[src/pvs_pkg.sv]
// Package for the prediction vote smoother: widths, types, codes and the
// argmax helper. No dependencies.
package pvs_pkg;

  localparam int VOTE_DEPTH = 9;
  localparam int NUM_VOTED  = 3;
  localparam int CNT_W      = $clog2(VOTE_DEPTH + 1);
  localparam int STEP_W     = (VOTE_DEPTH > 1) ? $clog2(VOTE_DEPTH) : 1;
  localparam int SUM_W      = CNT_W + 1;
  localparam int VMIN_W     = 4;
  localparam int HOLD_W     = 16;
  localparam int TICK_W     = 32;
  localparam int SCORE_W    = 16;
  localparam int CMP_W      = (CNT_W > VMIN_W) ? CNT_W : VMIN_W;

  typedef logic [1:0]       class_t;
  typedef logic [CNT_W-1:0] cnt_t;

  localparam class_t CLASS_UNKNOWN = 2'd3;

  localparam logic REG_VOTE_MIN = 1'b0;
  localparam logic REG_HOLDOFF  = 1'b1;

  localparam logic [VMIN_W-1:0] VOTE_MIN_RST = 4'd4;
  localparam logic [HOLD_W-1:0] HOLDOFF_RST  = 16'd1500;

  typedef enum logic [1:0] {
    ST_IDLE,
    ST_COUNT,
    ST_DECIDE
  } state_t;

  typedef struct packed {
    cnt_t   lead_cnt;
    class_t lead_cls;
  } tally_t;

  typedef struct packed {
    logic clear;
    logic en;
  } tally_ctl_t;

  function automatic class_t argmax4(input logic [SCORE_W-1:0] s0,
                                     input logic [SCORE_W-1:0] s1,
                                     input logic [SCORE_W-1:0] s2,
                                     input logic [SCORE_W-1:0] s3);
    logic [SCORE_W-1:0] top01;
    logic [SCORE_W-1:0] top23;
    class_t             c01;
    class_t             c23;
    c01   = (s1 > s0) ? 2'd1 : 2'd0;
    top01 = (s1 > s0) ? s1 : s0;
    c23   = (s3 > s2) ? 2'd3 : 2'd2;
    top23 = (s3 > s2) ? s3 : s2;
    return (top23 > top01) ? c23 : c01;
  endfunction

endpackage

[src/pvs_cell.sv]
// One cell of the prediction chain: holds one class and passes it on.
// Depends on pvs_pkg.
module pvs_cell
  import pvs_pkg::*;
(
  input  logic   clk,
  input  logic   shift_en,
  input  class_t cls_in,
  output class_t cls_out
);

  class_t cls_r;

  always_ff @(posedge clk) begin
    if (shift_en) begin
      cls_r <= cls_in;
    end
  end

  assign cls_out = cls_r;

endmodule

[src/pvs_tally.sv]
// Vote counters for the voted classes and the winner pick.
// Depends on pvs_pkg.
module pvs_tally
  import pvs_pkg::*;
(
  input  logic       clk,
  input  tally_ctl_t ctl,
  input  class_t     cls,
  output tally_t     result
);

  cnt_t counts_r [NUM_VOTED];

  always_ff @(posedge clk) begin
    if (ctl.clear) begin
      for (int i = 0; i < NUM_VOTED; i++) begin
        counts_r[i] <= '0;
      end
    end else if (ctl.en && cls != CLASS_UNKNOWN) begin
      counts_r[cls] <= counts_r[cls] + cnt_t'(1);
    end
  end

  always_comb begin
    result.lead_cnt = '0;
    result.lead_cls = '0;
    for (int i = 0; i < NUM_VOTED; i++) begin
      if (counts_r[i] > result.lead_cnt) begin
        result.lead_cnt = counts_r[i];
        result.lead_cls = class_t'(i);
      end
    end
  end

endmodule

[src/prediction_vote_smoother.sv]
// Top level of the prediction vote smoother: chain of pvs_cell, pvs_tally
// and the control sequencer. Depends on pvs_pkg, pvs_cell and pvs_tally.
//
//   port group  direction  handshake           payload
//   in_*        input      in_valid/in_ready   four scores, now_ticks
//   out_*       output     out_valid/out_ready class, stable, voted, announce
//   cfg_*       input      cfg_we              cfg_index, cfg_wdata
//
// A word is handled in order: the new class is shifted into the chain, the
// chain is rotated once past the vote counters, and then the decision is
// made; no new word is accepted until then. Reset clears control state and
// loads the configuration registers with their reset values.
// A finished result waits in the output register; the next word may be
// accepted meanwhile, and its decision stalls until the register is free.
module prediction_vote_smoother
  import pvs_pkg::*;
(
  input  logic                clk,
  input  logic                rst_n,
  input  logic                in_valid,
  output logic                in_ready,
  input  logic [SCORE_W-1:0]  in_score_a,
  input  logic [SCORE_W-1:0]  in_score_b,
  input  logic [SCORE_W-1:0]  in_score_c,
  input  logic [SCORE_W-1:0]  in_score_d,
  input  logic [TICK_W-1:0]   in_now_ticks,
  output logic                out_valid,
  input  logic                out_ready,
  output logic [1:0]          out_predicted_class,
  output logic                out_stable,
  output logic [1:0]          out_voted_class,
  output logic                out_announce,
  input  logic                cfg_we,
  input  logic                cfg_index,
  input  logic [HOLD_W-1:0]   cfg_wdata
);

  state_t              state_r, state_nxt;
  logic [VMIN_W-1:0]   vote_min_r;
  logic [HOLD_W-1:0]   holdoff_r;
  cnt_t                fill_r;
  logic [STEP_W-1:0]   step_r;
  class_t              pred_r;
  logic [TICK_W-1:0]   now_r;
  class_t              last_class_r;
  logic                last_valid_r;
  logic [TICK_W-1:0]   last_time_r;
  logic                out_valid_r;
  class_t              out_pred_r;
  logic                out_stable_r;
  class_t              out_voted_r;
  logic                out_announce_r;

  logic                accept;
  logic                shift_en;
  logic                rotate;
  logic                decide_fire;
  logic                last_step;
  logic [SUM_W-1:0]    step_sum;
  class_t              pred_in;
  class_t              chain [VOTE_DEPTH];
  class_t              head_in;
  tally_ctl_t          tctl;
  tally_t              tres;
  logic                stable;
  logic                announce;
  logic [TICK_W-1:0]   elapsed;

  assign pred_in   = argmax4(in_score_a, in_score_b, in_score_c, in_score_d);
  assign accept    = in_valid && in_ready;
  assign last_step = (step_r == STEP_W'(VOTE_DEPTH - 1));
  assign step_sum  = SUM_W'(step_r) + SUM_W'(fill_r);
  assign head_in   = rotate ? chain[VOTE_DEPTH-1] : pred_in;

  for (genvar g = 0; g < VOTE_DEPTH; g++) begin : g_cell
    class_t cell_in;
    if (g == 0) begin : g_head
      assign cell_in = head_in;
    end else begin : g_body
      assign cell_in = chain[g-1];
    end
    pvs_cell u_cell (
      .clk      (clk),
      .shift_en (shift_en),
      .cls_in   (cell_in),
      .cls_out  (chain[g])
    );
  end

  pvs_tally u_tally (
    .clk    (clk),
    .ctl    (tctl),
    .cls    (chain[VOTE_DEPTH-1]),
    .result (tres)
  );

  always_comb begin
    state_nxt = state_r;
    case (state_r)
      ST_IDLE:   if (in_valid) state_nxt = ST_COUNT;
      ST_COUNT:  if (last_step) state_nxt = ST_DECIDE;
      ST_DECIDE: if (!out_valid_r || out_ready) state_nxt = ST_IDLE;
      default:   state_nxt = ST_IDLE;
    endcase
  end

  always_comb begin
    in_ready    = 1'b0;
    rotate      = 1'b0;
    decide_fire = 1'b0;
    case (state_r)
      ST_IDLE:   in_ready = 1'b1;
      ST_COUNT:  rotate = 1'b1;
      ST_DECIDE: decide_fire = !out_valid_r || out_ready;
      default:   in_ready = 1'b0;
    endcase
    shift_en   = accept || rotate;
    tctl.clear = accept;
    tctl.en    = rotate && (step_sum >= SUM_W'(VOTE_DEPTH));
  end

  assign elapsed  = now_r - last_time_r;
  assign stable   = (tres.lead_cnt != '0) &&
                    (CMP_W'(tres.lead_cnt) >= CMP_W'(vote_min_r));
  assign announce = stable && (!last_valid_r || tres.lead_cls != last_class_r ||
                    elapsed > TICK_W'(holdoff_r));

  always_ff @(posedge clk) begin
    if (!rst_n) begin
      state_r      <= ST_IDLE;
      vote_min_r   <= VOTE_MIN_RST;
      holdoff_r    <= HOLDOFF_RST;
      fill_r       <= '0;
      step_r       <= '0;
      last_class_r <= '0;
      last_valid_r <= 1'b0;
      last_time_r  <= '0;
      out_valid_r  <= 1'b0;
    end else begin
      state_r <= state_nxt;
      if (cfg_we) begin
        case (cfg_index)
          REG_VOTE_MIN: vote_min_r <= cfg_wdata[VMIN_W-1:0];
          REG_HOLDOFF:  holdoff_r  <= cfg_wdata;
          default:      holdoff_r  <= holdoff_r;
        endcase
      end
      if (accept) begin
        step_r <= '0;
        if (fill_r != cnt_t'(VOTE_DEPTH)) begin
          fill_r <= fill_r + cnt_t'(1);
        end
      end else if (rotate && !last_step) begin
        step_r <= step_r + STEP_W'(1);
      end
      if (decide_fire && announce) begin
        last_class_r <= tres.lead_cls;
        last_valid_r <= 1'b1;
        last_time_r  <= now_r;
      end
      if (decide_fire) begin
        out_valid_r <= 1'b1;
      end else if (out_ready) begin
        out_valid_r <= 1'b0;
      end
    end
  end

  always_ff @(posedge clk) begin
    if (accept) begin
      pred_r <= pred_in;
      now_r  <= in_now_ticks;
    end
    if (decide_fire) begin
      out_pred_r     <= pred_r;
      out_stable_r   <= stable;
      out_voted_r    <= stable ? tres.lead_cls : class_t'(0);
      out_announce_r <= announce;
    end
  end

  assign out_valid           = out_valid_r;
  assign out_predicted_class = out_pred_r;
  assign out_stable          = out_stable_r;
  assign out_voted_class     = out_voted_r;
  assign out_announce        = out_announce_r;

endmodule

[config.mk]
export PLATFORM = sky130hd
export DESIGN_NAME = prediction_vote_smoother
export DESIGN_NICKNAME = d
export VERILOG_FILES = /design/src/pvs_pkg.sv /design/src/pvs_cell.sv /design/src/pvs_tally.sv /design/src/prediction_vote_smoother.sv
export SDC_FILE = /design/constraint.sdc
export NUM_CORES = 1
export LEC_CHECK = 0
export BUFFER_PORTS_ARGS = -buffer_cell sky130_fd_sc_hd__clkbuf_2
export CELL_PAD_IN_SITES_DETAIL_PLACEMENT = 0
export CELL_PAD_IN_SITES_GLOBAL_PLACEMENT = 2
export CORE_ASPECT_RATIO = 0.9
export CORE_MARGIN = 2
export CORE_UTILIZATION = 36
export CTS_CLUSTER_DIAMETER = 80
export CTS_CLUSTER_SIZE = 25
export DETAILED_ROUTE_END_ITERATION = 8
export GPL_TIMING_DRIVEN = 0
export PLACE_DENSITY_LB_ADDON = 0.1
export RECOVER_POWER = 100
export SYNTH_ARGS = -nofsm -noshare
export SYNTH_HDL_FRONTEND = slang
export SYNTH_SLANG_ARGS = --single-unit
[constraint.sdc]
create_clock -name clk -period 6.27 [get_ports clk]
set_input_delay 0.627 -clock clk [delete_from_list [all_inputs] [get_ports clk]]
set_output_delay 0.627 -clock clk [all_outputs]
set_load 0.02 [all_outputs]
==> impl_results.md <==
- Status: finished with violations
- Failing checks: max-capacitance violations, max-slew violations
- DRT Pass-1 Iters: 4
- Pwr per Cell Area: 226 mW/mm²
- CTS tree: done
- Fmax: 179 MHz
- Overall power: 2.57 mW
- Layout cell share with drive strength beyond 1: 0.145
- Clock tree sinks: 142
- Placement row count: 57
- Synth top area cells: edfxtp_1, ha_1, dfxtp_1
- Number of max-cap violations: 1
- CP dominant cell by count: ha_1
- Pleak: approximately 4.8 nW
- Worst Path Arrival: approximately 6 ns
- Worst hold slack: around 0.37 ns
- Avg Vias per Cell: approximately 5.0
- Core footprint: 0.0268 mm²
- Worst setup endpoint: last_valid_r$_SDFFE_PN0P_
- Most frequent cells after synthesis: nand2_1, ha_1, inv_1
- Drt total wl: approximately 25 mm
- Critical Path RT: 6.60 ns
- Post-Synth XOR/XNOR Area: 0.0224
- Post-place setup slack: 0.531 ns
- Max incr delay on CP: 0.56 ns
- Die height: between 150 and 200 µm
- Critical-path cell list: ha_1, nor2b_1, o211ai_1, a21oi_1, mux2i_1, ha_1, nor2b_1, o211a_1, o21ai_0, clkbuf_1, mux2i_1, ha_1, nand2b_1, a21o_1, a21o_1, a21oi_1, a31o_1, nor3_1, buf_6, buf_6, o21a_1
- R2R setup slack: 0.69 ns
- Compound-Gate Fraction of Synth Area: 0.163
- Post-synth top area share: 0.228
- Synth Register Bits: 142
- Sequential share of the synthesized area: 0.367
- Fill cells: approximately 2800
- Area occupied by multi-input gates: 0.00559 mm²
- R2r startpoint: u_tally.counts_r[1][1]$_SDFFCE_PN0P_
- Yosys cell types: 68
- Cts repair resizes: 0
- Setup Skew: 0.0137 ns
- Post-route cell area: between 0.01 and 0.015 mm²
- Num CTS Buffers: 17
- NumNets Final: 1465
- Syn Std Cell Area: between 0.009 and 0.01 mm²
- Root buf cell: clkbuf_16
- Setup CP Type: flip-flop to flip-flop
- Crit end category: flip-flop
- First-pass GRT wire length: 40.9 mm
- Post-synth top area cell: edfxtp_1
- Largest net degree at the start of global routing: 37
- Die area: ~0.028 mm²
- IO Count: 126
- Clock slew at reported path FFs: 0.06 ns
- Initial core utilization: 0.364
- Setup bufs post-CTS: 0
- Maximum root-to-sink buffer count: 2
- Slew headroom: -0.107
- GRT Overall Usage: 0.184
- Reg2Reg Capture Point: last_valid_r$_SDFFE_PN0P_
- Post-Synth Simple-Gate Area: 0.154
- Most common cell in the netlist: nand2_1
- Total grt overflow: 0
- Slew at the pin with the worst max-slew slack: 1.66 ns
- Antenna-violating nets left: 0
- FFs w/ async S/R, synth: 0
- Vias in the first global route: 7972
- DRT iter0 DRCs: 338
- Placed instance count: 1564
- Placer Congestion: 0.816
- CTS Hold Bufs: 0
- Placed cell areas: 0.0108 mm²
- Area growth, synth to finish: 16.6%
- Most used DFF post-synth: edfxtp_1
- Initial antenna violation count: 1
- H-tree depth: 4
- Die X: 178 µm
- Area occupied by registers: 0.00358 mm²
- Worst Setup SP: u_tally.counts_r[1][1]$_SDFFCE_PN0P_
- Largest family of logic cells by synthesized area: compound AO/OA/AOI/OAI gates
- Fin Setup TNS: 0 ns
- Slowest CP cell: a21oi_1
- Fin crit period: 5.58 ns
- Slew Limit Fails: 37
- Max FO, Critical Path: 10
- Setup WS post-layout: 0.687 ns
- DP HPWL: roughly 20 mm
- Worst-case reg-to-reg path depth: 21
- Non-filler cells, final: 1596
- Wire per inst: around 16 µm
- Synth Area in Adders: 0.153
- Skew-Pair Late Insertion Delay: 0.43 ns
- Fin. Hold Viols: 0
- Port Buffer Count: 124
- RSZ-0062 raised after global routing: false
- Worst VDD drop: roughly 0.18 mV
- N_diodes: 0
- Post-synth EDFFs: 74
- Startpoint types: flip-flop
- Mux share of post-synthesis cell area: 0.0783
- Vias post-DR: 7972
- Gate Count Post-Synth: 1083
- Post-route DRC: 0
- Final setup violation count: 0
- Period utilization: 0.890
- Syn Area/Cell: 9.01 µm²
- Final core occ: 0.424
- Yosys warns: 0
- Hold Crit Class: input port to flip-flop
registers in the layout, indices dropped and copies added (netlist names), 2 cells and up, named ones only:
signal	cells
fill_r	4
g_cell.u_cell.cls_out	18
holdoff_r	16
last_class_r	2
last_time_r	32
now_r	32
out_predicted_class	2
out_voted_class	2
pred_r	2
state_r	2
step_r	4
u_tally.counts_r	16
vote_min_r	4
logic make-up (layout without fill, tap and decap cells):
| kind of cell | after synthesis | count (layout) |
|---|---|---|
| DFF | 142 | 142 |
| buffers and inverters | 149 | 305 |
| adders and majority gates | 118 | 118 |
| and+or+nand+nor | 335 | 335 |
| xor gates and xnor gates | 25 | 25 |
| other | 1 | 4 |
| muxes | 69 | 69 |
| AOI/OAI and AO/OA | 244 | 244 |
routing by layer:
layer  part of all wire  up-vias  GRT usage
li1                   -     4140          -
met4              0.013        2     0.0507
met1               0.49     3689      0.251
met5            0.00052        -          0
met3              0.042       22     0.0436
met2               0.45      119      0.291
final cells by class:
type | instances | share of cell area
multi-input cells | 795 | 0.491
flip-flops and latches | 142 | 0.315
repair buffers | 124 | 0.0532
well taps | 354 | 0.0389
clock buffers | 23 | 0.0412
inverters | 111 | 0.0366
plain buffers | 38 | 0.0159
clock inverters | 9 | 0.00770
power breakdown:
part | internal [mW] | total (mW) | switching [mW] | leakage [nW]
registers | 1.04 | 1.07 | 0.0293 | 1.27
clock network | 0.571 | 0.978 | 0.407 | 0.269
logic | 0.218 | 0.522 | 0.304 | 3.30
total | 1.83 | 2.57 | 0.740 | 4.85
layout by cell type (no fill, tap or decap), types with 5 or more instances in the layout:
cell type	n
clkbuf_2	112
nor2b_1	10
nand4_1	21
nand3_1	17
clkbuf_1	46
nand2_1	150
nor2_1	85
o21a_1	20
xnor2_1	12
a21oi_1	85
a21o_1	28
xor2_1	13
nand2b_1	12
mux2_2	18
mux2i_1	46
clkbuf_16	18
ha_1	116
o21ai_0	32
inv_1	111
dfxtp_1	68
o211ai_1	16
nor4_1	6
nor3_1	7
edfxtp_1	74
a211oi_1	10
and3_1	5
worst min-delay path by stage:
stage                                                  to  depth (start not counted)  slack, ns                             startpoint
floorplan           g_cell[1].u_cell.cls_out[0]$_DFFE_PN_                          0       0.40  g_cell[0].u_cell.cls_out[0]$_DFFE_PN_
global placement    g_cell[5].u_cell.cls_out[0]$_DFFE_PN_                          0       0.40  g_cell[4].u_cell.cls_out[0]$_DFFE_PN_
detailed placement  g_cell[4].u_cell.cls_out[1]$_DFFE_PN_                          0       0.41  g_cell[3].u_cell.cls_out[1]$_DFFE_PN_
CTS                                   now_r[22]$_DFFE_PP_                          1       0.35                       in_now_ticks[22]
global route                          now_r[20]$_DFFE_PP_                          1       0.35                       in_now_ticks[20]
finish                                now_r[21]$_DFFE_PP_                          1       0.37                       in_now_ticks[21]
worst max-delay path, delay by kind of cell (launching register included):
family                     cells  cell delay (ns)
AOI/OAI and AO/OA              9             2.22
adders and majority gates      3             0.86
buffers and inverters          3             0.80
DFF                            1             0.44
muxes                          2             0.65
and+or+nand+nor                4             0.52
(Power assumes the default switching activity.)
